File: src/design/cmw_pkg.sv
`default_nettype none
package cmw_pkg;

	// geometry registers held on the block and level slots of the hierarchy word
	localparam int CMW_GEOM_LEVELS = 4;
	localparam int CMW_LEVEL_SLOTS = 8;
	localparam int CMW_MAX_LEVELS  = 4;

	// configuration register indexes
	localparam logic [2:0] CFG_DLINE     = 3'd0;
	localparam logic [2:0] CFG_HIERARCHY = 3'd1;
	localparam logic [2:0] CFG_GEOM_L1   = 3'd2;
	localparam logic [2:0] CFG_GEOM_L2   = 3'd3;
	localparam logic [2:0] CFG_GEOM_L3   = 3'd4;
	localparam logic [2:0] CFG_GEOM_L4   = 3'd5;

	// item actions
	localparam logic [1:0] ACT_TICK   = 2'd0;
	localparam logic [1:0] ACT_RANGE  = 2'd1;
	localparam logic [1:0] ACT_SETWAY = 2'd2;

	// operation kinds
	localparam logic OP_BY_ADDR   = 1'b0;
	localparam logic OP_BY_SETWAY = 1'b1;

	localparam logic [2:0] DATA_TYPE_MIN = 3'd2;

	typedef enum logic [1:0] {
		MODE_IDLE   = 2'd0,
		MODE_RANGE  = 2'd1,
		MODE_SETWAY = 2'd2
	} walk_mode_t;

	typedef logic [CMW_GEOM_LEVELS-1:0][31:0] geom_arr_t;

	typedef struct packed {
		logic        found;
		logic [2:0]  level;
	} lvl_find_t;

	typedef struct packed {
		logic        last;
		logic [2:0]  level;
		logic [9:0]  way;
		logic [14:0] set;
	} sw_next_t;

	// lowest level at or above from, below the level of coherence, holding data
	function automatic lvl_find_t find_level(input logic [31:0] hier, input logic [3:0] from);
		lvl_find_t r;
		logic [2:0] loc;
		r.found = 1'b0;
		r.level = 3'd0;
		loc = hier[26:24];
		for (int l = CMW_LEVEL_SLOTS - 1; l >= 0; l--) begin
			if ((4'(l) >= from) && (3'(l) < loc) && (l < CMW_MAX_LEVELS) &&
			    (hier[3*l +: 3] >= DATA_TYPE_MIN)) begin
				r.found = 1'b1;
				r.level = 3'(l);
			end
		end
		return r;
	endfunction

endpackage
`default_nettype wire

File: src/design/cache_maintenance_walker.sv
// channel   | handshake                     | payload
// ----------+-------------------------------+------------------------------------------
// item      | item_valid / item_stall       | action, start_address, byte_count
// result    | result_valid / result_stall   | op_kind, operand, last_op
// config    | cfg_valid / cfg_ready         | cfg_index, cfg_data
//
// An item is taken into the input register and handled there against the walk state, and
// the result of a tick lands in the output register; one item per cycle is sustained while
// the result side does not stall.
// A stalled result holds the output register and stalls the item side in the same cycle.
// Reset clears the walk state and configuration to their reset values; no clearing pass.
// cfg_ready is always high.
`default_nettype none
module cache_maintenance_walker import cmw_pkg::*; (
	input  wire logic        clk,
	input  wire logic        arst_n,
	input  wire logic        item_valid,
	output logic             item_stall,
	input  wire logic [1:0]  action,
	input  wire logic [63:0] start_address,
	input  wire logic [63:0] byte_count,
	output logic             result_valid,
	input  wire logic        result_stall,
	output logic             op_kind,
	output logic [63:0]      operand,
	output logic             last_op,
	input  wire logic        cfg_valid,
	output logic             cfg_ready,
	input  wire logic [2:0]  cfg_index,
	input  wire logic [31:0] cfg_data
);

	logic [3:0]  dline_q;
	logic [31:0] hier_q;
	geom_arr_t   geom_q;

	logic        valid_s1;
	logic [1:0]  action_s1;
	logic [63:0] addr_s1;
	logic [63:0] count_s1;

	walk_mode_t  mode_q, mode_d;
	logic [63:0] cur_addr_q, cur_addr_d;
	logic [63:0] end_addr_q, end_addr_d;
	logic [2:0]  level_q, level_d;
	logic [9:0]  way_q, way_d;
	logic [14:0] set_q, set_d;

	logic        out_valid_q;
	logic        op_kind_q;
	logic [63:0] operand_q;
	logic        last_q;

	logic        out_free;
	logic        go_s1;
	logic [63:0] line_len;
	logic [63:0] range_start;
	logic [63:0] range_end;
	logic [63:0] next_addr;
	logic        range_last;
	lvl_find_t   first_lvl;
	logic [63:0] sw_operand;
	sw_next_t    sw_nxt;

	logic        res_valid;
	logic        res_kind;
	logic [63:0] res_operand;
	logic        res_last;

	assign cfg_ready = 1'b1;

	// configuration writes
	always_ff @(posedge clk or negedge arst_n) begin
		if (!arst_n) begin
			dline_q <= 4'd4;
			hier_q  <= '0;
			geom_q  <= '0;
		end else if (cfg_valid && cfg_ready) begin
			case (cfg_index)
				CFG_DLINE:     dline_q   <= cfg_data[3:0];
				CFG_HIERARCHY: hier_q    <= cfg_data;
				CFG_GEOM_L1:   geom_q[0] <= cfg_data;
				CFG_GEOM_L2:   geom_q[1] <= cfg_data;
				CFG_GEOM_L3:   geom_q[2] <= cfg_data;
				CFG_GEOM_L4:   geom_q[3] <= cfg_data;
				default:       ;
			endcase
		end
	end

	// handshake between input and output registers
	assign out_free   = !out_valid_q || !result_stall;
	assign go_s1      = valid_s1 && out_free;
	assign item_stall = valid_s1 && !out_free;

	// input register
	always_ff @(posedge clk or negedge arst_n) begin
		if (!arst_n) begin
			valid_s1 <= 1'b0;
		end else if (!item_stall) begin
			valid_s1 <= item_valid;
		end
	end

	always_ff @(posedge clk) begin
		if (item_valid && !item_stall) begin
			action_s1 <= action;
			addr_s1   <= start_address;
			count_s1  <= byte_count;
		end
	end

	// address arithmetic
	assign line_len    = 64'd4 << dline_q;
	assign range_start = addr_s1 & ~(line_len - 64'd1);
	assign range_end   = addr_s1 + count_s1;
	assign next_addr   = cur_addr_q + line_len;
	assign range_last  = (next_addr < cur_addr_q) || (next_addr >= end_addr_q);
	assign first_lvl   = find_level(hier_q, 4'd0);

	cmw_setway_step u_setway (
		.hierarchy_id (hier_q),
		.geometry     (geom_q),
		.level        (level_q),
		.way          (way_q),
		.set          (set_q),
		.operand      (sw_operand),
		.nxt          (sw_nxt)
	);

	// next walk state
	always_comb begin
		mode_d     = mode_q;
		cur_addr_d = cur_addr_q;
		end_addr_d = end_addr_q;
		level_d    = level_q;
		way_d      = way_q;
		set_d      = set_q;
		if (go_s1) begin
			case (mode_q)
				MODE_IDLE: begin
					if (action_s1 == ACT_RANGE) begin
						if ((addr_s1 != '0) && (count_s1 != '0) && (range_start < range_end)) begin
							cur_addr_d = range_start;
							end_addr_d = range_end;
							mode_d     = MODE_RANGE;
						end
					end else if (action_s1 == ACT_SETWAY) begin
						if (first_lvl.found) begin
							level_d = first_lvl.level;
							way_d   = '0;
							set_d   = '0;
							mode_d  = MODE_SETWAY;
						end
					end
				end
				MODE_RANGE: begin
					if (action_s1 == ACT_TICK) begin
						cur_addr_d = next_addr;
						if (range_last) begin
							mode_d = MODE_IDLE;
						end
					end
				end
				MODE_SETWAY: begin
					if (action_s1 == ACT_TICK) begin
						level_d = sw_nxt.level;
						way_d   = sw_nxt.way;
						set_d   = sw_nxt.set;
						if (sw_nxt.last) begin
							mode_d = MODE_IDLE;
						end
					end
				end
				default: mode_d = MODE_IDLE;
			endcase
		end
	end

	// result of a tick
	always_comb begin
		res_valid   = 1'b0;
		res_kind    = OP_BY_ADDR;
		res_operand = cur_addr_q;
		res_last    = range_last;
		if (valid_s1 && (action_s1 == ACT_TICK)) begin
			case (mode_q)
				MODE_RANGE: begin
					res_valid = 1'b1;
				end
				MODE_SETWAY: begin
					res_valid   = 1'b1;
					res_kind    = OP_BY_SETWAY;
					res_operand = sw_operand;
					res_last    = sw_nxt.last;
				end
				default: res_valid = 1'b0;
			endcase
		end
	end

	// walk state registers
	always_ff @(posedge clk or negedge arst_n) begin
		if (!arst_n) begin
			mode_q     <= MODE_IDLE;
			cur_addr_q <= '0;
			end_addr_q <= '0;
			level_q    <= '0;
			way_q      <= '0;
			set_q      <= '0;
		end else begin
			mode_q     <= mode_d;
			cur_addr_q <= cur_addr_d;
			end_addr_q <= end_addr_d;
			level_q    <= level_d;
			way_q      <= way_d;
			set_q      <= set_d;
		end
	end

	// output register
	always_ff @(posedge clk or negedge arst_n) begin
		if (!arst_n) begin
			out_valid_q <= 1'b0;
		end else if (go_s1 && res_valid) begin
			out_valid_q <= 1'b1;
		end else if (!result_stall) begin
			out_valid_q <= 1'b0;
		end
	end

	always_ff @(posedge clk) begin
		if (go_s1 && res_valid) begin
			op_kind_q <= res_kind;
			operand_q <= res_operand;
			last_q    <= res_last;
		end
	end

	assign result_valid = out_valid_q;
	assign op_kind      = op_kind_q;
	assign operand      = operand_q;
	assign last_op      = last_q;

endmodule
`default_nettype wire

File: src/design/cmw_setway_step.sv
`default_nettype none
module cmw_setway_step import cmw_pkg::*; (
	input  wire logic [31:0] hierarchy_id,
	input  wire geom_arr_t   geometry,
	input  wire logic [2:0]  level,
	input  wire logic [9:0]  way,
	input  wire logic [14:0] set,
	output logic [63:0]      operand,
	output sw_next_t         nxt
);

	logic [31:0] g;
	logic [3:0]  set_lsb;
	logic [9:0]  ways_m1;
	logic [14:0] sets_m1;
	logic [3:0]  way_lg;
	logic [5:0]  way_lsb;
	lvl_find_t   nl;

	// geometry of the current level, zero beyond the held registers
	always_comb begin
		if (level < 3'(CMW_GEOM_LEVELS)) begin
			g = geometry[level[1:0]];
		end else begin
			g = '0;
		end
	end

	assign set_lsb = 4'(g[2:0]) + 4'd4;
	assign ways_m1 = g[12:3];
	assign sets_m1 = g[27:13];

	// ceil log2 of the way count is the bit length of ways-1
	always_comb begin
		way_lg = 4'd0;
		for (int i = 0; i < 10; i++) begin
			if (ways_m1[i]) begin
				way_lg = 4'(i + 1);
			end
		end
	end

	assign way_lsb = 6'd32 - 6'(way_lg);

	// packed way, set and level word
	assign operand = (64'(way) << way_lsb) | (64'(set) << set_lsb) | (64'(level) << 1);

	assign nl = find_level(hierarchy_id, 4'(level) + 4'd1);

	// set inner, way outer, then the next data level
	always_comb begin
		nxt.last  = 1'b0;
		nxt.level = level;
		nxt.way   = way;
		nxt.set   = set + 15'd1;
		if (set >= sets_m1) begin
			nxt.set = '0;
			if (way >= ways_m1) begin
				nxt.way = '0;
				if (nl.found) begin
					nxt.level = nl.level;
				end else begin
					nxt.last = 1'b1;
				end
			end else begin
				nxt.way = way + 10'd1;
			end
		end
	end

endmodule
`default_nettype wire
File: config.mk
export PLATFORM = sky130hd
export DESIGN_NAME = cache_maintenance_walker
export DESIGN_NICKNAME = d
export VERILOG_FILES = /design/src/design/cmw_pkg.sv /design/src/design/cache_maintenance_walker.sv /design/src/design/cmw_setway_step.sv
export SDC_FILE = /design/constraint.sdc
export NUM_CORES = 1
export LEC_CHECK = 0
export ABC_AREA = 1
export BUFFER_PORTS_ARGS = -buffer_cell sky130_fd_sc_hd__buf_2
export CORE_ASPECT_RATIO = 0.5
export CORE_UTILIZATION = 50
export CTS_BUF_LIST = sky130_fd_sc_hd__clkbuf_8
export CTS_CLUSTER_SIZE = 30
export DETAILED_ROUTE_END_ITERATION = 12
export GPL_TIMING_DRIVEN = 0
export PLACE_DENSITY = 0.68
export SETUP_SLACK_MARGIN = 0.1
export SLEW_MARGIN = 20
export SYNTH_ARGS = -nofsm -noshare
export SYNTH_HDL_FRONTEND = slang
export SYNTH_HIERARCHICAL = 1
export SYNTH_SLANG_ARGS = --single-unit
File: constraint.sdc
create_clock -name clk -period 6.3 [get_ports clk]
set_input_delay 1.26 -clock clk [delete_from_list [all_inputs] [get_ports clk]]
set_output_delay 1.26 -clock clk [all_outputs]
set_load 0.01 [all_outputs]
Word level (Yosys, flattened, before mapping)
Index checks and enable logic that the tools add are counted.

Register bits: 515. Input bits: 170. Output and inout port bits: 69. Logic and storage cells: 187.

Add/subtract/negate cells: 8. Magnitude comparators: 19. Equality and inequality tests: 25. Shift operators: 3. Muxes and demuxes: 63. Bitwise operators: 4. Reductions and logical operators: 45.

Operators by type and width (count): $mux 64 (5); $add 64x64->64 (2); $lt 64x64->1 (2); $pmux 64 s2 (1); $reduce_bool 64->1 (2); $mux 4 (18); $and 64x64->64 (1); $bmux 32 s2 (1); $ge 64x64->1 (1); $not 64->64 (1); $or 64x4->64 (1); $or 64x64->64 (1); $shl 10x6->64 (1); $shl 15x4->64 (1); $shl 3x4->64 const A (1); $sub 64x1->64 const B (1); $mux 15 (4); $mux 28 (2); $mux 10 (5); $pmux 15 s2 (1); $mux 29 (1); $pmux 10 s2 (1); $logic_and 1x1->1 (19); $ne 2x2->1 const B (9); 39 further kinds (85).

Longest topological paths before layout
Depth after elaboration: 19. Gate-level depth with buffers: 42. Gate-level depth less buffers: 41.

Modules after synthesis
Netlist, hierarchy kept.

By module, submodules not included: cache_maintenance_walker (times used 1, cells each 3678, area an instance 30387.9 um2, sequential area each 13944.6 um2); cmw_setway_step (times used 1, cells each 816, area an instance 4113.9 um2, sequential area each 0.0 um2).

Worst setup path before layout
OpenSTA, ideal clock, no wires.

Path type: input port to flip-flop. Start point: in result_stall. End point: reg last_q (netlist: last_op) (enable). Setup time: 572 ps. Arrival time: 5999 ps. Data required time: 5728 ps. Setup slack: -270 ps. Stages on the path: 5. Buffers on the path: 0. Cells stage by stage: nand2_1 inv_1 nor2_1 inv_1 nor3_1.

Longest elaborated chain between the ends: 4.

RTL lines: start, declared (line cache_maintenance_walker.sv:23) `input wire logic result_stall,`; $logic_not 1->1; $logic_or 1x1->1 (line cache_maintenance_walker.sv:92) `assign out_free = !out_valid_q || !result_stall;`; $logic_and 1x1->1 (line cache_maintenance_walker.sv:93) `assign go_s1 = valid_s1 && out_free;`; $logic_and 1x1->1 (line cache_maintenance_walker.sv:233) `if (go_s1 && res_valid) begin`; end signal, assigned (line cache_maintenance_walker.sv:236) `last_q <= res_last;`; end, declared (line cache_maintenance_walker.sv:52) `logic last_q;`.

No other way between the ends. A chain may end at the register's enable or synchronous reset.

Worst setup path in the final report
Start point: reg addr_s1[38]. End point: reg end_addr_q[4].

Longest elaborated chain between the ends: 4. Elaborated cells between the ends (all ways): 7. Those cells by class: 1 x add/sub; 1 x order compare; 1 x bitwise; 4 x reduce/logical.

RTL lines: start, declared (line cache_maintenance_walker.sv:39) `logic [63:0] addr_s1;`; start signal, assigned (line cache_maintenance_walker.sv:108) `addr_s1 <= start_address;`; $add 64x64->64, or another cell as far along (line cache_maintenance_walker.sv:116) `assign range_end = addr_s1 + count_s1;`; $lt 64x64->1 / $logic_and 1x1->1 (equally long branches) (line cache_maintenance_walker.sv:143) `if ((addr_s1 != '0) && (count_s1 != '0) && (range_start < range_end)) begin`; $logic_and 1x1->1 * (line cache_maintenance_walker.sv:143); $reduce_and 4->1 (no line) *; end signal, assigned (line cache_maintenance_walker.sv:214) `end_addr_q <= end_addr_d;`; end, declared (line cache_maintenance_walker.sv:44) `logic [63:0] end_addr_q, end_addr_d;`.

Mark *: on every way between the ends. The rest lies on a longest branch, timed or not.

==> results.md <==
* Status: finished clean
* WL final at 112 mm
* Worst Skew at 0.0408 ns
* GR Layer Usage met2 at 50.7%
* Antenna violations before repair at 5
* Fin. max-slew vios at 0
* Worst skew pair latency at 0.78 ns
* Vias in the first global route at 29500
* CP Data Arrival Time at 6.78 ns
* Hpwl dp at 89.4 mm
* Worst ir drop on vdd at 0.000317 V
* CP top delay family: simple AND/OR/NAND/NOR gates
* Core box area at 65300 um^2
* CP Buf/Inv Count at 4
* Die Footprint at 67600 um^2
* Final hold vios at 0
* Antenna viol nets, final at 0
* Final nets at 5183
* Root Driver: clkbuf_8
* Mapped cell area at 33200 um^2
* Final period util at 97.5%
* CTS Buffer Depth at 3
* Worst Hold Class: primary input to async pin
* DP Cell Count at 5511
* WS Path Type: flip-flop to flip-flop
* Number of cell rows at 66
* Slowest stage delay, CP at 0.82 ns
* RePlAce Congestion at 1.01
* Global route overflow at 0
* CTS Buf Count at 73
* Cells after synthesis at 4378
* Initial cell density of the core at 50.9%
* Crit path top cell by count: a21oi_1
* Hold Slack at 0.453 ns
* First-pass GRT wire length at 169 mm
* Die Span X at 367 um
* CTS tree: yes
* Minimum clock period at 6.14 ns
* CP required at 6.94 ns
* Finish-stage setup viols at 0
* Setup crit start kind: flip-flop
* DR vias/cell at 5.61
* DR DRC count at 0
* Final setup margin at 0.160 ns
* Max transition margin at 36.3%
* Placed instance area at 35700 um^2
* IO Count at 239
* Setup crit end kind: flip-flop
* Cell Chain, Critical Path: ha_1 -> nand2_1 -> nor2_1 -> inv_1 -> nor4_1 -> nand3b_1 -> nand3_1 -> a21oi_1 -> xor2_1 -> ha_1 -> a21oi_1 -> nor2_1 -> a211oi_1 -> a21oi_1 -> a31oi_1 -> o211ai_1 -> nor2_4 -> nand2_4 -> nor3_4 -> buf_12 -> clkinvlp_4 -> clkbuf_2 -> nand2_1 -> o21ai_1
* GR peak layer: met2
* Share of layout cells above drive strength 1 at 11.7%
* Max-cap viol count at 0
* Largest net degree at the start of global routing at 89
* Met1 Usage GRT at 45.8%
* Wire length per cell at 19.7 um
* Final cell count without fillers at 5680
* Synth Warn # at 6
* RSZ-0062 raised after global routing: true
* Slowest cell on crit path: nor4_1
* Via count at 31900
* Fillers at 6259
* PwrDens at 427 nW/um^2
* Final instance area at 37800 um^2
* Pre-CTS setup slack at -1.12 ns
* M3 GR Usage at 6.79%
* Clock sinks at 481
* Avg Cell Area, Syn at 7.59 um^2
* Die Y at 184 um
* Number of DRC markers in iteration 0 at 2916
* Clock-pin slew on the worst setup and hold paths at 0.07 ns
* Max H-tree Level at 3
* Leakage at 18.0 nW
* Drt pass-1 iters at 6
* Max FO, Critical Path at 10
* Fmax at 163 MHz
* Worst Max-Slew Pin Slew at 0.946 ns
* GR Util All Layers at 32.5%
* P&R area growth vs syn at 13.6%
* Buffers on Ports at 233
## power breakdown
group / internal, mW / switching (mW) / total (mW)
clock network: 1.16 / 1.37 / 2.53
logic: 2.83 / 6.25 / 9.08
registers: 4.02 / 0.506 / 4.52
## repair_timing
action	in CTS	in global routing
buffers inserted	16	20
endpoints found under the setup margin	127	127
pin swaps	18	33
resized for setup	44	93
hold buffers	0	0
## worst register-to-register path, cell delays in order, from the launching register on
cell	delay (ns)
edfxtp_1	0.50
ha_1	0.45
nand2_1	0.11
nor2_1	0.16
inv_1	0.08
nor4_1	0.82
nand3b_1	0.18
nand3_1	0.37
a21oi_1	0.16
xor2_1	0.35
ha_1	0.31
a21oi_1	0.14
nor2_1	0.05
a211oi_1	0.25
a21oi_1	0.10
a31oi_1	0.30
o211ai_1	0.21
nor2_4	0.16
nand2_4	0.13
nor3_4	0.19
buf_12	0.16
clkinvlp_4	0.22
clkbuf_2	0.36
nand2_1	0.18
o21ai_1	0.09
## routing by layer
layer  routed length, um  part of all wire [%]
met1               50500                    45
met2               49900                    45
met3                8860                   7.9
met4                2680                   2.4
met5                  19                 0.017
## through the flow
stage | setup TNS (ns) | total power [mW] | util (%)
finish | 0 | 16.1 | 57.8
global route | -0.529 | 17.3 | 57.8
CTS | 0 | 15.8 | 57.2
detailed placement | -101.84 | 13.2 | 54.7
global placement | -563.33 | 13.0 | 54.4
floorplan | 0 | 10.3 | -
## path summary, 6_finish.rpt
| path | cells past startpoint | slack (ns) | endpoint | start |
|---|---|---|---|---|
| worst max-delay path | 24 | 0.16 | end_addr_q[4] | addr_s1[38] |
| worst min-delay path | 1 | 0.45 | geom_q[112] | arst_n |
| worst max register to register | 24 | 0.16 | end_addr_q[4] | addr_s1[38] |
| worst min register to register | 2 | 0.48 | geom_q[21] | geom_q[21] |
| max in group asynchronous | 4 | 4.26 | cur_addr_q[53] | arst_n |
| min in group clk | 2 | 0.48 | geom_q[21] | geom_q[21] |
## layout by cell type (no fill, tap or decap), drive strengths merged, types with 56 or more instances in the layout
cell type	instances
nor3	56
edfxtp	196
ha	273
clkbuf	216
nand2	1045
inv	623
dfrtp	284
o21ai	580
a21oi	209
nand4	71
nand3	208
xor2	60
nor2	348
buf	324
## sequential cells by signal, summed over array words and instances (netlist names), 11 cells and up
| name | count |
|---|---|
| hier_q | 11 |
| operand | 64 |
| end_addr_q | 64 |
| set_q | 15 |
| geom_q | 112 |
| cur_addr_q | 62 |
| addr_s1 | 64 |
| count_s1 | 64 |
## layout make-up
| type | count | area, um^2 | area share [%] |
|---|---|---|---|
| Multi-Input combinational cell | 3127 | 17500 | 46.4 |
| Sequential cell | 481 | 13000 | 34.5 |
| Inverter | 594 | 2250 | 5.97 |
| Timing Repair Buffer | 277 | 1650 | 4.36 |
| Tap cell | 884 | 1110 | 2.93 |
| Clock buffer | 79 | 1090 | 2.88 |
| Buffer | 184 | 866 | 2.29 |
| Clock inverter | 52 | 241 | 0.640 |
| Antenna cell | 2 | 5.00 | 0.0133 |
No activity file was read; power rests on OpenSTA's default activity.
